<file path="src/rtl/kal_pkg.sv">
package kal_pkg;

    localparam int CfgIdxW = 3;

    typedef enum logic [1:0] {
        OP_FRAME_START = 2'd0,
        OP_EVENT       = 2'd1,
        OP_FRAME_END   = 2'd2,
        OP_LOAD        = 2'd3
    } t_op;

    localparam logic [1:0] KIND_KEY    = 2'd0;
    localparam logic [1:0] KIND_SWITCH = 2'd1;

    localparam logic [9:0] KEY_MENU_A = 10'd314;
    localparam logic [9:0] KEY_MENU_B = 10'd315;
    localparam logic [9:0] KEY_MENU_C = 10'd316;
    localparam logic [9:0] KEY_PLUS   = 10'd115;
    localparam logic [9:0] KEY_MINUS  = 10'd114;
    localparam logic [9:0] SW_MUTE    = 10'd1;
    localparam logic [9:0] SW_JACK    = 10'd2;

    localparam logic [7:0] KEY_VAL_MAX = 8'd2;

    localparam logic [CfgIdxW-1:0] CFG_VOLUME_TOP     = 3'd0;
    localparam logic [CfgIdxW-1:0] CFG_BRIGHT_TOP     = 3'd1;
    localparam logic [CfgIdxW-1:0] CFG_REPEAT_DELAY   = 3'd2;
    localparam logic [CfgIdxW-1:0] CFG_REPEAT_INTERVAL = 3'd3;
    localparam logic [CfgIdxW-1:0] CFG_SLEEP_GAP      = 3'd4;

    localparam logic [7:0]  RST_VOLUME_TOP      = 8'd20;
    localparam logic [7:0]  RST_BRIGHT_TOP      = 8'd10;
    localparam logic [15:0] RST_REPEAT_DELAY    = 16'd300;
    localparam logic [15:0] RST_REPEAT_INTERVAL = 16'd100;
    localparam logic [15:0] RST_SLEEP_GAP       = 16'd1000;

    typedef struct packed {
        logic [7:0]  volume_top;
        logic [7:0]  brightness_top;
        logic [15:0] repeat_delay_ms;
        logic [15:0] repeat_interval_ms;
        logic [15:0] sleep_gap_ms;
    } t_cfg;

    typedef struct packed {
        t_op         operation;
        logic [1:0]  event_kind;
        logic [9:0]  event_code;
        logic [7:0]  event_value;
        logic [31:0] time_ms;
        logic [7:0]  volume_load;
        logic [7:0]  brightness_load;
    } t_item;

    typedef struct packed {
        logic [7:0] volume_level;
        logic [7:0] brightness_level;
        logic [7:0] mute_state;
        logic [7:0] jack_state;
        logic       volume_changed;
        logic       brightness_changed;
        logic       switch_written;
    } t_result;

endpackage

</file>
<file path="src/rtl/kal_cfg_regs.sv">
module kal_cfg_regs (
    input  logic                        i_clk,
    input  logic                        i_rst_n,
    input  logic                        i_cfg_wr_en,
    input  logic [kal_pkg::CfgIdxW-1:0] i_cfg_addr,
    input  logic [15:0]                 i_cfg_wdata,
    output kal_pkg::t_cfg               o_cfg
);

    kal_pkg::t_cfg r_cfg;

    always_ff @(posedge i_clk) begin
        if (!i_rst_n) begin
            r_cfg.volume_top         <= kal_pkg::RST_VOLUME_TOP;
            r_cfg.brightness_top     <= kal_pkg::RST_BRIGHT_TOP;
            r_cfg.repeat_delay_ms    <= kal_pkg::RST_REPEAT_DELAY;
            r_cfg.repeat_interval_ms <= kal_pkg::RST_REPEAT_INTERVAL;
            r_cfg.sleep_gap_ms       <= kal_pkg::RST_SLEEP_GAP;
        end else if (i_cfg_wr_en) begin
            unique case (i_cfg_addr)
                kal_pkg::CFG_VOLUME_TOP:      r_cfg.volume_top         <= i_cfg_wdata[7:0];
                kal_pkg::CFG_BRIGHT_TOP:      r_cfg.brightness_top     <= i_cfg_wdata[7:0];
                kal_pkg::CFG_REPEAT_DELAY:    r_cfg.repeat_delay_ms    <= i_cfg_wdata;
                kal_pkg::CFG_REPEAT_INTERVAL: r_cfg.repeat_interval_ms <= i_cfg_wdata;
                kal_pkg::CFG_SLEEP_GAP:       r_cfg.sleep_gap_ms       <= i_cfg_wdata;
                default: ;
            endcase
        end
    end

    assign o_cfg = r_cfg;

endmodule

</file>
<file path="src/rtl/kal_core.sv">
module kal_core (
    input  logic            i_clk,
    input  logic            i_rst_n,
    input  logic            i_en,
    input  kal_pkg::t_item  i_item,
    input  kal_pkg::t_cfg   i_cfg,
    output kal_pkg::t_result o_res
);

    logic [31:0] r_frame_now, r_last_frame, r_up_next, r_down_next;
    logic        r_drop, r_menu, r_up_held, r_up_fresh, r_down_held, r_down_fresh;
    logic [7:0]  r_volume, r_bright, r_mute, r_jack;

    logic [31:0] n_frame_now, n_last_frame, n_up_next, n_down_next;
    logic        n_drop, n_menu, n_up_held, n_up_fresh, n_down_held, n_down_fresh;
    logic [7:0]  n_volume, n_bright, n_mute, n_jack;

    logic        vchg, bchg, sw;
    logic        menu_e, up_held_e, up_fresh_e, down_held_e, down_fresh_e;
    logic [31:0] up_next_e, down_next_e, up_diff, down_diff, gap_diff, press_next;
    logic        up_go, down_go, up_step, down_step, key_on;
    logic [7:0]  lvl0, lvl1, lvl2, top;

    always_comb begin
        up_held_e    = r_up_held   & ~r_drop;
        up_fresh_e   = r_up_fresh  & ~r_drop;
        down_held_e  = r_down_held & ~r_drop;
        down_fresh_e = r_down_fresh & ~r_drop;
        menu_e       = r_menu & ~r_drop;
        up_next_e    = r_drop ? 32'd0 : r_up_next;
        down_next_e  = r_drop ? 32'd0 : r_down_next;

        up_diff   = r_frame_now - up_next_e;
        down_diff = r_frame_now - down_next_e;
        up_go     = up_fresh_e   | (up_held_e   & ~up_diff[31]);
        down_go   = down_fresh_e | (down_held_e & ~down_diff[31]);

        lvl0      = menu_e ? r_bright : r_volume;
        top       = menu_e ? i_cfg.brightness_top : i_cfg.volume_top;
        up_step   = up_go & (lvl0 < top);
        lvl1      = up_step ? lvl0 + 8'd1 : lvl0;
        down_step = down_go & (lvl1 != 8'd0);
        lvl2      = down_step ? lvl1 - 8'd1 : lvl1;

        gap_diff   = i_item.time_ms - r_last_frame;
        press_next = r_frame_now + {16'd0, i_cfg.repeat_delay_ms};
        key_on     = i_item.event_value != 8'd0;

        n_frame_now  = r_frame_now;
        n_last_frame = r_last_frame;
        n_drop       = r_drop;
        n_menu       = r_menu;
        n_up_held    = r_up_held;
        n_up_fresh   = r_up_fresh;
        n_up_next    = r_up_next;
        n_down_held  = r_down_held;
        n_down_fresh = r_down_fresh;
        n_down_next  = r_down_next;
        n_volume     = r_volume;
        n_bright     = r_bright;
        n_mute       = r_mute;
        n_jack       = r_jack;
        vchg         = 1'b0;
        bchg         = 1'b0;
        sw           = 1'b0;

        unique case (i_item.operation)
            kal_pkg::OP_FRAME_START: begin
                n_frame_now = i_item.time_ms;
                n_drop      = gap_diff > {16'd0, i_cfg.sleep_gap_ms};
            end
            kal_pkg::OP_EVENT: begin
                if (!r_drop) begin
                    if (i_item.event_kind == kal_pkg::KIND_SWITCH) begin
                        if (i_item.event_code == kal_pkg::SW_JACK) begin
                            n_jack = i_item.event_value;
                            sw     = 1'b1;
                        end else if (i_item.event_code == kal_pkg::SW_MUTE) begin
                            n_mute = i_item.event_value;
                            sw     = 1'b1;
                        end
                    end else if (i_item.event_kind == kal_pkg::KIND_KEY &&
                                 i_item.event_value <= kal_pkg::KEY_VAL_MAX) begin
                        if (i_item.event_code == kal_pkg::KEY_MENU_A ||
                            i_item.event_code == kal_pkg::KEY_MENU_B ||
                            i_item.event_code == kal_pkg::KEY_MENU_C) begin
                            n_menu = key_on;
                        end else if (i_item.event_code == kal_pkg::KEY_PLUS) begin
                            n_up_held  = key_on;
                            n_up_fresh = key_on;
                            if (key_on) n_up_next = press_next;
                        end else if (i_item.event_code == kal_pkg::KEY_MINUS) begin
                            n_down_held  = key_on;
                            n_down_fresh = key_on;
                            if (key_on) n_down_next = press_next;
                        end
                    end
                end
            end
            kal_pkg::OP_FRAME_END: begin
                n_menu       = menu_e;
                n_up_held    = up_held_e;
                n_down_held  = down_held_e;
                n_up_fresh   = up_fresh_e & ~up_go;
                n_down_fresh = down_fresh_e & ~down_go;
                n_up_next    = (up_go && !up_fresh_e) ?
                               up_next_e + {16'd0, i_cfg.repeat_interval_ms} : up_next_e;
                n_down_next  = (down_go && !down_fresh_e) ?
                               down_next_e + {16'd0, i_cfg.repeat_interval_ms} : down_next_e;
                if (menu_e) begin
                    n_bright = lvl2;
                    bchg     = up_step | down_step;
                end else begin
                    n_volume = lvl2;
                    vchg     = up_step | down_step;
                end
                n_last_frame = r_frame_now;
                n_drop       = 1'b0;
            end
            kal_pkg::OP_LOAD: begin
                n_volume = (i_item.volume_load > i_cfg.volume_top) ?
                           i_cfg.volume_top : i_item.volume_load;
                n_bright = (i_item.brightness_load > i_cfg.brightness_top) ?
                           i_cfg.brightness_top : i_item.brightness_load;
            end
            default: ;
        endcase

        o_res.volume_level       = n_volume;
        o_res.brightness_level   = n_bright;
        o_res.mute_state         = n_mute;
        o_res.jack_state         = n_jack;
        o_res.volume_changed     = vchg;
        o_res.brightness_changed = bchg;
        o_res.switch_written     = sw;
    end

    always_ff @(posedge i_clk) begin
        if (!i_rst_n) begin
            r_frame_now  <= '0;
            r_last_frame <= '0;
            r_drop       <= 1'b0;
            r_menu       <= 1'b0;
            r_up_held    <= 1'b0;
            r_up_fresh   <= 1'b0;
            r_up_next    <= '0;
            r_down_held  <= 1'b0;
            r_down_fresh <= 1'b0;
            r_down_next  <= '0;
            r_volume     <= '0;
            r_bright     <= '0;
            r_mute       <= '0;
            r_jack       <= '0;
        end else if (i_en) begin
            r_frame_now  <= n_frame_now;
            r_last_frame <= n_last_frame;
            r_drop       <= n_drop;
            r_menu       <= n_menu;
            r_up_held    <= n_up_held;
            r_up_fresh   <= n_up_fresh;
            r_up_next    <= n_up_next;
            r_down_held  <= n_down_held;
            r_down_fresh <= n_down_fresh;
            r_down_next  <= n_down_next;
            r_volume     <= n_volume;
            r_bright     <= n_bright;
            r_mute       <= n_mute;
            r_jack       <= n_jack;
        end
    end

endmodule

</file>
<file path="src/rtl/key_autorepeat_level_control.sv">
// Volume and brightness level control with key auto-repeat. Frame starts,
// input events, frame ends and level loads enter on the slave stream; every
// beat produces exactly one result beat carrying the levels, switch states
// and change flags after that item. One beat is taken per clock cycle
// while the result side is not stalled. The accepting edge loads the input
// register; once the result side can take a beat, the result register is
// loaded from the combinational state update and presented. Both sides
// stall independently. Write the configuration registers only while idle.
module key_autorepeat_level_control (
    input  logic                        i_clk,
    input  logic                        i_rst_n,
    input  logic                        i_cfg_wr_en,
    input  logic [kal_pkg::CfgIdxW-1:0] i_cfg_addr,
    input  logic [15:0]                 i_cfg_wdata,
    input  logic                        s_axis_tvalid,
    output logic                        s_axis_tready,
    // event_code[9:0], event_value[17:10], time_ms[49:18], volume_load[57:50],
    // brightness_load[65:58], zero pad[71:66]
    input  logic [71:0]                 s_axis_tdata,
    // operation[1:0], event_kind[3:2]
    input  logic [3:0]                  s_axis_tuser,
    output logic                        m_axis_tvalid,
    input  logic                        m_axis_tready,
    // volume_level[7:0], brightness_level[15:8], mute_state[23:16], jack_state[31:24]
    output logic [31:0]                 m_axis_tdata,
    // volume_changed[0], brightness_changed[1], switch_written[2]
    output logic [2:0]                  m_axis_tuser
);

    kal_pkg::t_cfg    cfg;
    kal_pkg::t_item   r_item;
    kal_pkg::t_result res;
    kal_pkg::t_result r_res;
    logic             r_in_valid, r_out_valid, advance;

    kal_cfg_regs u_cfg (
        .i_clk       (i_clk),
        .i_rst_n     (i_rst_n),
        .i_cfg_wr_en (i_cfg_wr_en),
        .i_cfg_addr  (i_cfg_addr),
        .i_cfg_wdata (i_cfg_wdata),
        .o_cfg       (cfg)
    );

    kal_core u_core (
        .i_clk   (i_clk),
        .i_rst_n (i_rst_n),
        .i_en    (advance),
        .i_item  (r_item),
        .i_cfg   (cfg),
        .o_res   (res)
    );

    assign advance       = r_in_valid & (~r_out_valid | m_axis_tready);
    assign s_axis_tready = ~r_in_valid | advance;

    always_ff @(posedge i_clk) begin
        if (!i_rst_n) begin
            r_in_valid  <= 1'b0;
            r_out_valid <= 1'b0;
        end else begin
            if (s_axis_tready) begin
                r_in_valid <= s_axis_tvalid;
            end
            if (advance) begin
                r_out_valid <= 1'b1;
            end else if (m_axis_tready) begin
                r_out_valid <= 1'b0;
            end
        end
    end

    always_ff @(posedge i_clk) begin
        if (s_axis_tready && s_axis_tvalid) begin
            r_item.operation       <= kal_pkg::t_op'(s_axis_tuser[1:0]);
            r_item.event_kind      <= s_axis_tuser[3:2];
            r_item.event_code      <= s_axis_tdata[9:0];
            r_item.event_value     <= s_axis_tdata[17:10];
            r_item.time_ms         <= s_axis_tdata[49:18];
            r_item.volume_load     <= s_axis_tdata[57:50];
            r_item.brightness_load <= s_axis_tdata[65:58];
        end
        if (advance) begin
            r_res <= res;
        end
    end

    assign m_axis_tvalid = r_out_valid;
    assign m_axis_tdata  = {r_res.jack_state, r_res.mute_state,
                            r_res.brightness_level, r_res.volume_level};
    assign m_axis_tuser  = {r_res.switch_written, r_res.brightness_changed,
                            r_res.volume_changed};

endmodule

</file>
<file path="config.mk">
export PLATFORM = sky130hd
export DESIGN_NAME = key_autorepeat_level_control
export DESIGN_NICKNAME = d
export VERILOG_FILES = /design/src/rtl/kal_pkg.sv /design/src/rtl/kal_cfg_regs.sv /design/src/rtl/kal_core.sv /design/src/rtl/key_autorepeat_level_control.sv
export SDC_FILE = /design/constraint.sdc
export NUM_CORES = 1
export LEC_CHECK = 0
export BUFFER_PORTS_ARGS = -buffer_cell sky130_fd_sc_hd__buf_2
export CAP_MARGIN = 20
export CORE_ASPECT_RATIO = 0.7
export CORE_UTILIZATION = 30
export CTS_BUF_LIST = sky130_fd_sc_hd__clkbuf_4 sky130_fd_sc_hd__clkbuf_8
export DETAILED_ROUTE_END_ITERATION = 16
export GPL_ROUTABILITY_DRIVEN = 0
export PLACE_DENSITY = 0.54
export SYNTH_ARGS = -nofsm -noshare
export SYNTH_HDL_FRONTEND = slang
export SYNTH_SLANG_ARGS = --single-unit
</file>
<file path="constraint.sdc">
create_clock -name i_clk -period 5.45 [get_ports i_clk]
set_input_delay 1.09 -clock i_clk [delete_from_list [all_inputs] [get_ports i_clk]]
set_output_delay 1.09 -clock i_clk [all_outputs]
set_load 0.05 [all_outputs]
</file>
==> results.json, run 1 <==
{
  "slew_violations": 0,
  "clockRootBuffer": "clkbuf_8",
  "crit_fanout": 32,
  "ios": 137,
  "combPwrFrac_pct": 14.3,
  "yosysMostFrequentCell": "nand2_1",
  "synthCells": 2598,
  "htreeDepth": 2,
  "synth-main-ff-cell": "dfxtp_1",
  "leakage_nw": 9.78,
  "synth_edf_count": 105,
  "worstMarginPinSlew_ns": 1.06,
  "fill_cells": 7383,
  "clkSinkCount": 337,
  "tns_ns": 0,
  "share_seq_of_total_power_pct": 42.7,
  "status": "finished, final reports clean",
  "finish.net_count": 3009,
  "grt_pass1_vias": 17600,
  "fp.coreArea_um2": 70200,
  "hold_start": "u_core.r_up_next[23]",
  "r2r_start": "u_core.r_drop",
  "hpwlAfterDp_um": 50400,
  "path_class": "flop to flop",
  "track_usage_pct": 18.7,
  "drv_cap": 0,
  "crit_path_end": "m_axis_tdata[4]",
  "worstSkewPairLatency_ns": 0.69,
  "cp_data_arrival_time_ns": 5.40,
  "clk_pin_slew_ns": 0.06,
  "r2r_slack_ns": 0.45,
  "rows": 81,
  "cp.required_ns": 5.84,
  "wl_um": 68300,
  "ant_nets": 0,
  "intPower_mw": 4.56,
  "fmax_ghz": 0.200,
  "synth.distinct_cells": 87,
  "p_sw_share_pct": 28.9,
  "finalSetupViolations": 0,
  "clock_path_buffers": 3,
  "vias": 19100,
  "netlist_area_um2": 21400,
  "synth_warnings": 0,
  "wire_per_inst_um": 18.3,
  "drt-pass1-iter-count": 5,
  "grt_max_degree": 76,
  "p_per_area_nw_per_um2": 261,
  "drt_iter0_markers": 1550,
  "synth-async-reset-ratio_pct": 0,
  "dieHeight_um": 226,
  "r2r_cells": 17,
  "p_total_mw": 6.41,
  "n_antenna_cell": 0,
  "rr_endpoint": "m_axis_tdata[4]",
  "irDropWorstVdd_mv": 0.170,
  "yosysTopAreaCell": "dfxtp_1",
  "min_path_type": "flop to flop",
  "rsz0062_at_grt": "false",
  "antenna_found_initial": 0,
  "critPathLaunchType": "flop",
  "initial_utilization_pct": 30.5,
  "cp-startpoint": "u_core.r_drop",
  "p_switching_mw": 1.85,
  "synth.top_cells.by_count": "408 x nand2_1, 309 x a21oi_1, 232 x dfxtp_1, 185 x ha_1, 161 x nor2_1",
  "drive_above_1_share_pct": 12.4,
  "relSlewSlack_pct": 28.8,
  "syn_avg_cell_area_um2": 8.24,
  "synth_area_leaders": "dfxtp_1 22%, edfxtp_1 15%, ha_1 11%, a21oi_1 7.2%, nand2_1 7.2%",
  "min_period_ns": 5.00,
  "finalHoldViolations": 0,
  "ys_ff_latch": 337,
  "grt_pass1_wl_um": 106000,
  "tritoncts": "done",
  "dieArea_um2": 72500,
  "synth_fp_nets": 2887,
  "synthToLayoutAreaGrowth_pct": 14.7,
  "synth_top_area_share_pct": 21.7,
  "crit_path_end_kind": "flop",
  "io_buffers": 130,
  "overflow": 0,
  "cts-buffers-inserted": 60,
  "finalCritPeriodShare_pct": 91.8,
  "pwr-share-clk_pct": 43.0,
  "yosysSeqAreaShare_pct": 36.4,
  "viasPerCell": 5.12,
  "fin_skew_ns": 0.0421,
  "die_w_um": 321,
  "drc": 0
}
## through the flow
step           hold WS, ns  setup slack (ns)  utilization [%]  area, um2  instances
2_1_floorplan        0.429             0.385                -      21400       2598
3_3_place_gp         0.441             0.461             33.0      23200       3612
3_5_place_dp         0.445             0.445             33.0      23200       3612
4_1_cts              0.454             0.348             35.0      24600       3726
5_1_grt              0.471            0.0933             35.0      24600       3726
6_report             0.452             0.445             35.0      24600       3726
## flip-flops by register name, summed over array words and instances, names as in the netlist, 3 cells and up
signal               cells
r_item                  70
u_cfg.o_cfg             64
m_axis_tdata            32
u_core.r_down_next      32
u_core.r_frame_now      32
u_core.r_last_frame     32
u_core.r_up_next        32
u_core.r_bright          8
u_core.r_jack            8
u_core.r_mute            8
u_core.r_volume          8
m_axis_tuser             3
## worst min-delay path by stage
stage                                   endpoint  slack [ns]  depth (start not counted)
after floorplan           u_core.r_down_next[16]        0.43                          2
after global placement    u_core.r_down_next[16]        0.44                          2
after detailed placement    u_core.r_up_next[23]        0.45                          2
after CTS                   u_core.r_up_next[23]        0.45                          2
after global routing         u_core.r_up_next[9]        0.47                          2
final                       u_core.r_up_next[23]        0.45                          2
## layer usage
metal	vias up	global-route usage, %	part of all wire [%]
li1	9530	-	-
met1	8963	29.0	52
met2	514	26.6	40
met3	87	2.95	5.7
met4	0	4.42	1.7
met5	-	0	0
## critical path: stages (launching register included)
cell and delay [ns]:
dfxtp_4 0.48, nand2b_1 0.24, ha_1 0.33, nand4_1 0.19, nor4_2 0.45, buf_4 0.19
o211ai_1 0.11, a211oi_2 0.38, a2111o_1 0.31, nand2_1 0.16, o21ai_0 0.38, ha_1 0.21
inv_1 0.10, a31o_1 0.25, o211ai_1 0.26, xnor2_1 0.14, a21oi_1 0.42, inv_1 0.08
## cells by family (layout without fill, tap and decap cells)
group                      Yosys count  in the layout  share of synthesized area, %
AOI/OAI and AO/OA                  751            751                          21.6
xor gates and xnor gates            91             91                          3.72
adders and majority gates          189            189                          11.2
buffers and inverters              269            443                          4.76
DFF                                337            337                          36.4
muxes                               51             51                          2.51
and+or+nand+nor                    910            910                          19.8
## power by group through the flow
stage,sequential (mW),combinational [mW],clock [mW]
after floorplan,2.80,0.572,0
after global placement,2.79,0.902,0
after detailed placement,2.79,0.902,0
after CTS,2.74,0.908,2.83
after global routing,2.75,1.01,2.95
final,2.74,0.917,2.75
## cell type report
cell class,instances,area [um2],area share [%]
multi-input combinational,1992,12600,51.4
sequential,337,7800,31.8
tap,954,1190,4.86
clock buffer,82,1030,4.19
timing repair buffer,179,1020,4.15
inverter,150,566,2.30
clock inverter,32,333,1.36
## what timing repair did
action                                  in CTS  in global routing
endpoints found under the setup margin       0                  6
resized for setup                            0                  2
setup buffers                                0                  0
hold buffers                                 0                  0
## cell usage in the layout (no fill, tap or decap), types with 22 or more instances in the layout
master    instances
mux2_2           22
nor2b_1          31
a21o_1           42
buf_4            49
mux2i_1          29
o211ai_1         25
o21a_1           31
nor2_1          160
xnor2_1          64
nand2b_1         75
clkbuf_8         66
inv_1           146
ha_1            184
a21oi_1         309
xor2_1           27
edfxtp_1        105
nand3_1          67
dfxtp_1         231
buf_2           130
a211oi_1         39
o21ai_0         153
nor3_1           35
nand4_1          24
nand2_1         408
(Power assumes the default switching activity.)
==> inputs of run 2 (changes only) <==
CORE_UTILIZATION = 50   (was 30)
PLACE_DENSITY = 0.7   (was 0.54)
==> run 2 against run 1 <==
Effect of this change: worst setup slack worse by 0.11 ns; maximum frequency down 2.2%; die area down 40%; clock-buffer cell count down 5; worst hold slack better by 0.0022 ns; sequential share of layout area up 1.2 points; combinational power down 2.4%; global-route usage up 9.6 points; via count up 3.8%.
==> results.json, run 2 (same netlist as run 1, synthesis figures left out) <==
{
  "fill_cells": 3832,
  "cts-buffers-inserted": 55,
  "clkSinkCount": 337,
  "r2r_start": "u_core.r_drop",
  "worstMarginPinSlew_ns": 1.12,
  "clockRootBuffer": "clkbuf_8",
  "crit_fanout": 24,
  "critPathBufInv": 2,
  "initial_utilization_pct": 50.7,
  "min_period_ns": 5.12,
  "worstSkewPairLatency_ns": 0.65,
  "fin_area_um2": 23700,
  "drc": 0,
  "finalSetupViolations": 0,
  "dieArea_um2": 43700,
  "antenna_found_initial": 0,
  "crit_path_end_kind": "flop",
  "io_buffers": 130,
  "multi_input_area_um2": 12600,
  "critPathLaunchType": "flop",
  "cp.required_ns": 5.90,
  "fin_skew_ns": 0.0251,
  "clk_pin_slew_ns": 0.07,
  "cp_data_arrival_time_ns": 5.57,
  "wl_um": 63100,
  "track_usage_pct": 28.4,
  "final_cells": 3296,
  "p_per_area_nw_per_um2": 250,
  "crit_family": "compound AO/OA/AOI/OAI gates",
  "path_class": "flop to flop",
  "slew_violations": 0,
  "ff_latch_area_um2": 7800,
  "drt_iter0_markers": 2058,
  "hpwlAfterDp_um": 46200,
  "path_cells": "nor2b_2 > mux2i_1 > inv_1 > ha_1 > o21a_1 > o21a_1 > a211oi_1 > and2_1 > nand2_1 > o21ai_0 > ha_1 > inv_1 > a31oi_4 > a21oi_1 > xnor2_1 > o21ai_0 > a21oi_1",
  "place_inst": 3192,
  "rr_endpoint": "m_axis_tdata[3]",
  "clock_path_buffers": 3,
  "rsz0062_at_grt": "false",
  "hold_start": "u_core.r_last_frame[13]",
  "drt-pass1-iter-count": 5,
  "dieHeight_um": 175,
  "r2r_cells": 17,
  "dpl-instance-area_um2": 22600,
  "grt_max_degree": 120,
  "tns_ns": 0,
  "n_antenna_cell": 0,
  "die_w_um": 249,
  "min_path_type": "flop to flop",
  "cts_setup_buffers": 0,
  "drive_above_1_share_pct": 11.2,
  "drv_cap": 0,
  "r2r_slack_ns": 0.33,
  "htreeDepth": 2,
  "status": "finished, final reports clean",
  "finalHoldViolations": 0,
  "mostFrequentLayoutCell": "nand2_1",
  "layout_common_cells": "408 x nand2_1, 309 x a21oi_1, 231 x dfxtp_1",
  "cp_slowest_cell": "nor2b_2",
  "vias": 19800,
  "tritoncts": "done",
  "ios": 137,
  "grt_pass1_wl_um": 99900,
  "top_register": "r_item",
  "wire_per_inst_um": 19.1,
  "hold_end": "u_core.r_last_frame[13]",
  "irDropWorstVdd_mv": 0.171,
  "finalCritPeriodShare_pct": 93.9,
  "fp.coreArea_um2": 42300,
  "fmax_ghz": 0.195,
  "ant_nets": 0,
  "viasPerCell": 6.01,
  "synthToLayoutAreaGrowth_pct": 10.6,
  "overflow": 0,
  "rows": 63,
  "grt_pass1_vias": 18700,
  "finish.net_count": 2986,
  "hold_depth": 2,
  "leakage_nw": 9.57,
  "largest_reg_flops": 70,
  "relSlewSlack_pct": 24.7,
  "slowest_delay_ns": 0.54
}
run 2: through the flow:
| step | util [%] | hold slack (ns) | setup slack (ns) | total power, mW |
|---|---|---|---|---|
| after floorplan | - | 0.429 | 0.385 | 3.38 |
| after global placement | 53.4 | 0.438 | 0.588 | 3.63 |
| after detailed placement | 53.4 | 0.447 | 0.456 | 3.66 |
| after CTS | 56.0 | 0.456 | 0.407 | 5.95 |
| after global routing | 56.0 | 0.470 | 0.0415 | 6.17 |
| final | 56.0 | 0.454 | 0.331 | 5.93 |
run 2: how the worst max path moves through the flow:
stage	cells after the start	slack (ns)	startpoint	end
3_5_place_dp	17	0.46	u_core.r_drop	m_axis_tdata[3]
4_1_cts	17	0.41	u_core.r_drop	m_axis_tdata[3]
5_1_grt	17	0.04	u_core.r_drop	m_axis_tdata[3]
6_report	17	0.33	u_core.r_drop	m_axis_tdata[3]
2_1_floorplan	21	0.38	u_core.r_drop	m_axis_tdata[0]
3_3_place_gp	18	0.59	u_core.r_drop	m_axis_tdata[3]
run 2: worst min-delay path: stages (launching register included):
cell	delay [ns]
dfxtp_1	0.31
nand2_1	0.05
a21oi_1	0.05
run 2: layout make-up:
| class | instances | area share (%) |
|---|---|---|
| clock inverter | 27 | 0.761 |
| inverter | 150 | 2.39 |
| multi-input combinational | 1992 | 53.3 |
| sequential | 337 | 32.9 |
| clock buffer | 77 | 3.95 |
| tap | 552 | 2.92 |
| timing repair buffer | 161 | 3.78 |
run 2: what timing repair did:
item / 4_1_cts / 5_1_grt
endpoints found under the setup margin: 0 / 3
hold buffers: 0 / 0
resized for setup: 0 / 1
run 2: per-layer routing:
| metal | vias to the layer above | wire length, um | track usage [%] |
|---|---|---|---|
| met4 | 0 | 1670 | 9.00 |
| met3 | 127 | 5680 | 4.54 |
| li1 | 9471 | - | - |
| met5 | - | 0 | 0 |
| met2 | 859 | 26800 | 42.5 |
| met1 | 9361 | 28900 | 41.5 |
run 2: power by group:
group | switching [mW] | internal, mW
logic | 0.583 | 0.312
registers | 0.0644 | 2.67
clock network | 1.09 | 1.21
total | 1.74 | 4.19
==> inputs of run 3 (changes only) <==
REMOVE_ABC_BUFFERS = 1   (was unset)
==> run 3 against run 2 <==
Effect of this change: utilization increased by 0.36 points; critical path type unchanged; sequential power about the same; design area increased by 0.63%; critical path depth did not move; via count rose by 0.11%; worst hold slack improved by 0.0019 ns; global-route usage is 0.74 points higher.
==> results.json, run 3 (same netlist as run 1, synthesis figures left out) <==
{
  "min_period_ns": 5.02,
  "synthToLayoutAreaGrowth_pct": 11.3,
  "clockRootBuffer": "clkbuf_8",
  "htreeDepth": 2,
  "p_switching_mw": 1.75,
  "tritoncts": "done",
  "pwr-share-clk_pct": 40.3,
  "share_seq_of_total_power_pct": 45.2,
  "clock_path_buffers": 3,
  "drive_above_1_share_pct": 11.7,
  "intPower_mw": 4.30,
  "fp.coreArea_um2": 42300,
  "initial_utilization_pct": 50.7,
  "ant_nets": 0,
  "track_usage_pct": 29.1,
  "slew_violations": 0,
  "vias": 19800,
  "drv_cap": 0,
  "antenna_found_initial": 8,
  "worstSkewPairLatency_ns": 0.66,
  "status": "finished, final reports clean",
  "mostFrequentLayoutCell": "nand2_1",
  "path_class": "flop to flop",
  "irDropWorstVdd_mv": 0.189,
  "min_path_type": "flop to flop",
  "fmax_ghz": 0.199,
  "finalHoldViolations": 0,
  "p_sw_share_pct": 28.9,
  "drt_iter0_markers": 2281,
  "grt_max_degree": 72,
  "rsz0062_at_grt": "false",
  "clkSinkCount": 337,
  "die_w_um": 249,
  "finish.net_count": 2989,
  "leakage_nw": 9.65,
  "grt_pass1_wl_um": 101000,
  "fill_cells": 3806,
  "combPwrFrac_pct": 14.5,
  "clk_pin_slew_ns": 0.07,
  "critPathLaunchType": "flop",
  "worstMarginPinSlew_ns": 1.09,
  "fin_skew_ns": 0.0255,
  "hpwlAfterDp_um": 47900,
  "top_register": "r_item",
  "timing.hold.ws_ns": 0.456,
  "io_buffers": 130,
  "rows": 63,
  "largest_reg_flops": 70,
  "wl_um": 64800,
  "p_per_area_nw_per_um2": 254,
  "p_total_mw": 6.06,
  "cp_data_arrival_time_ns": 5.52,
  "cts_setup_buffers": 0,
  "ios": 137,
  "drt-pass1-iter-count": 6,
  "drc": 0,
  "finalSetupViolations": 0,
  "cts_hold_buf": 0,
  "dieArea_um2": 43700,
  "grt_pass1_vias": 18500,
  "cts_resized": 0,
  "cts-buffers-inserted": 54,
  "viasPerCell": 6.00,
  "wire_per_inst_um": 19.6,
  "crit_path_end_kind": "flop",
  "overflow": 0,
  "relSlewSlack_pct": 27.1,
  "layout_common_cells": "408 x nand2_1, 309 x a21oi_1, 231 x dfxtp_1",
  "dieHeight_um": 175,
  "finalCritPeriodShare_pct": 92.2,
  "cp.required_ns": 5.95,
  "crit_fanout": 52
}
[run 3: through the flow]
stage	cell area, um2	util, %	setup WS, ns	TNS [ns]	instances
6_report	23800	56.4	0.427	0	3305
2_1_floorplan	21000	-	-0.579	-50.28	2479
3_5_place_dp	22600	53.5	0.637	0	3196
4_1_cts	23800	56.4	0.555	0	3297
5_1_grt	23800	56.4	0.137	0	3305
3_3_place_gp	22600	53.5	0.716	0	3196
[run 3: routing by layer]
metal	vias to the layer above	global-route usage, %	wire [um]
met5	-	0	0
met4	0	8.90	1520
met2	976	41.5	26400
met1	9289	43.4	29700
met3	109	6.35	7230
li1	9466	-	-
[run 3: path summary, 6_finish.rpt]
check | from | to | slack [ns] | depth (start not counted)
worst max-delay path | u_core.r_drop | m_axis_tdata[3] | 0.43 | 17
worst min register to register | u_core.r_last_frame[22] | u_core.r_last_frame[22] | 0.46 | 2
worst max register to register | u_core.r_drop | m_axis_tdata[3] | 0.43 | 17
worst min-delay path | u_core.r_last_frame[22] | u_core.r_last_frame[22] | 0.46 | 2
[run 3: layout make-up]
class                   count  area [um2]  share of cell area (%)
inverters                 150         566                    2.37
well taps                 552         691                    2.90
flip-flops and latches    337        7800                    32.7
multi-input cells        1992       12600                    53.0
repair buffers            165         938                    3.94
clock buffers              80         995                    4.17
clock inverters            21         200                   0.840
diodes                      8        20.0                  0.0840
[run 3: power by group through the flow]
stage	Combinational [mW]	Clock, mW	Sequential, mW
after CTS	0.856	2.46	2.74
after global routing	0.957	2.58	2.74
final	0.877	2.44	2.74
after detailed placement	0.852	0	2.79
after global placement	0.826	0	2.79
after floorplan	0.547	0	2.81
[run 3: worst max-delay path, cell delays in order (launching register included)]
cell,delay [ns]
dfxtp_2,0.72
buf_12,0.32
nand2b_1,0.20
ha_1,0.26
a21oi_1,0.13
o21ai_0,0.11
a221oi_1,0.44
and4_1,0.37
a2111o_1,0.39
nand2_1,0.19
o21ai_0,0.35
ha_1,0.22
inv_1,0.10
a31oi_4,0.21
a21oi_1,0.11
xnor2_1,0.35
o21ai_0,0.14
a21oi_1,0.23
